**config.mk**
```make
export PLATFORM = sky130hd
export DESIGN_NAME = brs_cell
export DESIGN_NICKNAME = d
export VERILOG_FILES = /design/src/hw/rtl/brs_pkg.sv /design/src/hw/rtl/brs_cell.sv
export SDC_FILE = /design/constraint.sdc
export NUM_CORES = 1
export LEC_CHECK = 0
export BUFFER_PORTS_ARGS = -buffer_cell sky130_fd_sc_hd__buf_4
export CAP_MARGIN = 40
export CORE_MARGIN = 10
export CORE_UTILIZATION = 40
export DETAILED_ROUTE_END_ITERATION = 7
export PLACE_DENSITY = 0.74
export SLEW_MARGIN = 20
export SYNTH_ARGS = -nofsm -noshare
export SYNTH_HDL_FRONTEND = slang
export SYNTH_SLANG_ARGS = --single-unit
```
**constraint.sdc**
```tcl
create_clock -name clk -period 5.3 [get_ports clk]
set_input_delay 0.265 -clock clk [delete_from_list [all_inputs] [get_ports clk]]
set_output_delay 0.265 -clock clk [all_outputs]
set_load 0.03 [all_outputs]
```
**src/hw/rtl/brs_pkg.sv**
```systemverilog
package brs_pkg;

  localparam int DEPTH      = 128;
  localparam int SLOT_W     = $clog2(DEPTH);
  localparam int FILL_W     = $clog2(DEPTH + 1);
  localparam int KEY_W      = 48;
  localparam int CAP_W      = 8;
  localparam int OLD_SLOT_W = 7;
  localparam int FILL_OUT_W = 8;
  localparam int CMP_W      = (FILL_W > CAP_W) ? FILL_W : CAP_W;

  localparam logic [CAP_W-1:0] CAP_RESET = CAP_W'(100);
  localparam int               CAP_MIN   = 2;

  typedef struct packed {
    logic             list_select;
    logic [KEY_W-1:0] key;
  } brs_in_t;

  typedef struct packed {
    logic                  was_present;
    logic [OLD_SLOT_W-1:0] old_slot;
    logic                  evicted;
    logic [KEY_W-1:0]      evicted_key;
    logic [FILL_OUT_W-1:0] fill_after;
  } brs_out_t;

  typedef struct packed {
    logic sel;        // list the beat works on
    logic cmp_en;     // capture the match flag this cycle
    logic live;       // slot lies below the fill count
    logic take_next;  // shift down: load the neighbor above
    logic take_key;   // load the incoming key
  } brs_cell_ctl_t;

endpackage

```
**src/hw/rtl/brs_cell.sv**
```systemverilog
module brs_cell (
  input  logic                       clk,
  input  logic                       rst_n,
  input  brs_pkg::brs_cell_ctl_t     ctl,
  input  logic [brs_pkg::KEY_W-1:0]  key,
  input  logic [brs_pkg::KEY_W-1:0]  nxt_recent,
  input  logic [brs_pkg::KEY_W-1:0]  nxt_fresh,
  output logic [brs_pkg::KEY_W-1:0]  recent,
  output logic [brs_pkg::KEY_W-1:0]  fresh,
  output logic                       match
);
  import brs_pkg::*;

  logic [KEY_W-1:0] recent_r;
  logic [KEY_W-1:0] fresh_r;
  logic             match_r;
  logic [KEY_W-1:0] cur;

  assign cur = ctl.sel ? fresh_r : recent_r;

  always_ff @(posedge clk) begin
    if (!rst_n) begin
      match_r <= 1'b0;
    end else if (ctl.cmp_en) begin
      match_r <= ctl.live && (cur == key);
    end
  end

  always_ff @(posedge clk) begin
    if (ctl.take_key) begin
      if (ctl.sel) begin
        fresh_r <= key;
      end else begin
        recent_r <= key;
      end
    end else if (ctl.take_next) begin
      if (ctl.sel) begin
        fresh_r <= nxt_fresh;
      end else begin
        recent_r <= nxt_recent;
      end
    end
  end

  assign recent = recent_r;
  assign fresh  = fresh_r;
  assign match  = match_r;

endmodule

```
==> flow_metrics.tcl <==
set metrics [dict create \
    hold_path.class "in -> reg" \
    drv_cap 0 \
    status "completed" \
    hold_viol_final 0 \
    final.period_utilization_pct 39.4 \
    io_buffer_count 247 \
    groute.usage.overall_pct 18.0 \
    drt_pre_antenna_iters 4 \
    syn_area_um2 5070 \
    crit_type "in -> reg" \
    first_iter_violations 200 \
    max_freq_mhz 478 \
    cts-buffers-inserted 9 \
    cts.repair.resized 0 \
    routed_wirelength_um 16300 \
    postSynthCellCount 481 \
    max_slew_margin_pct 52.5 \
    slew_violations 0 \
    fin_nets 872 \
    finalSetupViolations 0 \
    die_w_um 133 \
    p_leak_uw 0.00351 \
    postPlaceCellArea_um2 7060 \
    overflow 0 \
    ir_drop_mv 0.161 \
    dieHeight_um 133 \
    whs_path_depth 3 \
    remaining_drc_errors 0 \
    clockBufferDepth 2 \
    cts.htree.levels 3 \
    path_clk_slew_ns 0.06 \
    ys_types 23 \
    gp_congestion 0.847 \
    syn-num-nets 632 \
    ys.warnings.count 0 \
    required_ns 5.29 \
    grt_pass1_vias 4769 \
    synth_seq_cells 97 \
    crit_fanout 27 \
    insertion_delay_ns 0.33 \
    ioPinCount 248 \
    utilization_pct 59.0 \
    crit_arrival_ns 2.08 \
    avgRoutedWirePerCell_um 18.2 \
    seq_area_frac_synth_pct 57.3 \
    clkSinkCount 97 \
    grt_pass1_wl_um 25300 \
    vias 4371 \
    rsz0062_at_grt "false" \
    postRouteAntennaNets 0 \
    root_buffer "clkbuf_16" \
    start_util_pct 40.5 \
    fin_worst_skew_ns 0.00577 \
    coreArea_um2 12500 \
    dieArea_um2 17600 \
    area_growth_pct 45.8 \
    drive_above_1_share_pct 36.8 \
    routed_via_density 4.87 \
    rows 41 \
    cp-start-kind "input pin" \
    cts_tree "yes" \
    r2r_cells 6 \
    hpwl_um 13000 \
    reg2reg_slack_ns 3.55 \
    hold_buffers 0 \
    grt_max_degree 88 \
    cts_setup_buffers 0 \
    end_kind "flip-flop" \
    final_area_um2 7390 \
    antenna_found_initial 0 \
    syn_avg_cell_area_um2 10.5 \
    diodes 0 \
    powerDensity_nw_per_um2 298 \
    finalSetupTns_ns 0 \
    fin_crit_ns 2.09 \
    tightest_slew_ns 0.713 \
]
-- final cells by class --
type                    instances  area (um2)
fillers                      1129        5130
flip-flops and latches         97        2900
repair buffers                251        1900
multi-input cells             266        1700
inverters                      96         360
clock buffers                  14         274
well taps                     172         215
clock inverters                 2        35.0
-- worst max-delay path, stage by stage --
cell	delay, ns
buf_4	0.37
buf_12	0.28
nor2b_4	0.62
buf_4	0.47
-- path summary, 6_finish.rpt --
kind                                     startpoint                 end
worst max-delay path                         ctl[4]  fresh[8]$_DFFE_PP_
worst min register to register   match$_SDFFE_PN0P_  match$_SDFFE_PN0P_
worst min-delay path                          rst_n  match$_SDFFE_PN0P_
worst max register to register  fresh[35]$_DFFE_PP_  match$_SDFFE_PN0P_
-- flip-flops by register name (all words and copies together) (netlist names) --
name    cells
fresh      48
match       1
recent     48
-- power breakdown --
| group | total [uW] | internal, uW | switching [uW] |
|---|---|---|---|
| Clock | 669 | 404 | 265 |
| Combinational | 553 | 228 | 325 |
| Sequential | 977 | 934 | 42.6 |
| Total | 2200 | 1570 | 633 |
-- Yosys cell counts (all sizes together) --
master | instances | area, um2
a221oi | 1 | 8.76
nor2b | 1 | 6.26
buf | 6 | 57.6
o21ai | 100 | 500
nand3b | 1 | 7.51
o2111ai | 1 | 8.76
nor4 | 4 | 25.0
nand2 | 51 | 191
a22o | 2 | 17.5
xnor2 | 7 | 61.3
nor2 | 5 | 18.8
edfxtp | 96 | 2880
clkbuf | 16 | 60.1
mux2i | 48 | 480
inv | 96 | 360
o22ai | 2 | 12.5
nand4 | 10 | 62.6
xor2 | 32 | 280
dfxtp | 1 | 20.0
nor3 | 1 | 5.00
-- layout by cell type (no fill, tap or decap), types with 7 or more instances in the layout --
| cell | synthesis | layout |
|---|---|---|
| nand4_1 | 10 | 10 |
| xnor2_1 | 7 | 7 |
| o21ai_0 | 99 | 99 |
| buf_4 | 1 | 250 |
| inv_1 | 96 | 96 |
| clkbuf_16 | 0 | 9 |
| xor2_1 | 32 | 32 |
| nand2_1 | 51 | 51 |
| edfxtp_1 | 96 | 96 |
| mux2i_1 | 48 | 48 |
-- routing by layer --
layer	wire [um]	vias up	global-route usage [%]
li1	-	2114	-
met2	8050	193	30.5
met4	282	0	5.87
met5	0	-	0
met3	1280	19	5.45
met1	6700	2045	21.2
-- stage by stage --
step | total power, uW | setup slack (ns) | std cells | hold WS, ns
after global routing | 2300 | 3.07 | 898 | 0.210
after CTS | 2220 | 3.03 | 897 | 0.180
after detailed placement | 1550 | 2.70 | 881 | 0.507
after floorplan | 1280 | 1.82 | 481 | 0.411
after global placement | 1540 | 2.72 | 881 | 0.503
final | 2200 | 3.21 | 898 | 0.189
-- cell families (layout without fill, tap and decap cells) --
| family | count (synthesis) | after routing | share of synthesized area [%] |
|---|---|---|---|
| buffers and inverters | 118 | 363 | 9.43 |
| AND/OR/NAND/NOR | 73 | 73 | 6.25 |
| XOR/XNOR | 39 | 39 | 6.74 |
| AO/OA/AOI/OAI | 106 | 106 | 10.8 |
| multiplexers | 48 | 48 | 9.48 |
| flip-flops | 97 | 97 | 57.3 |
(Power assumes the default switching activity.)
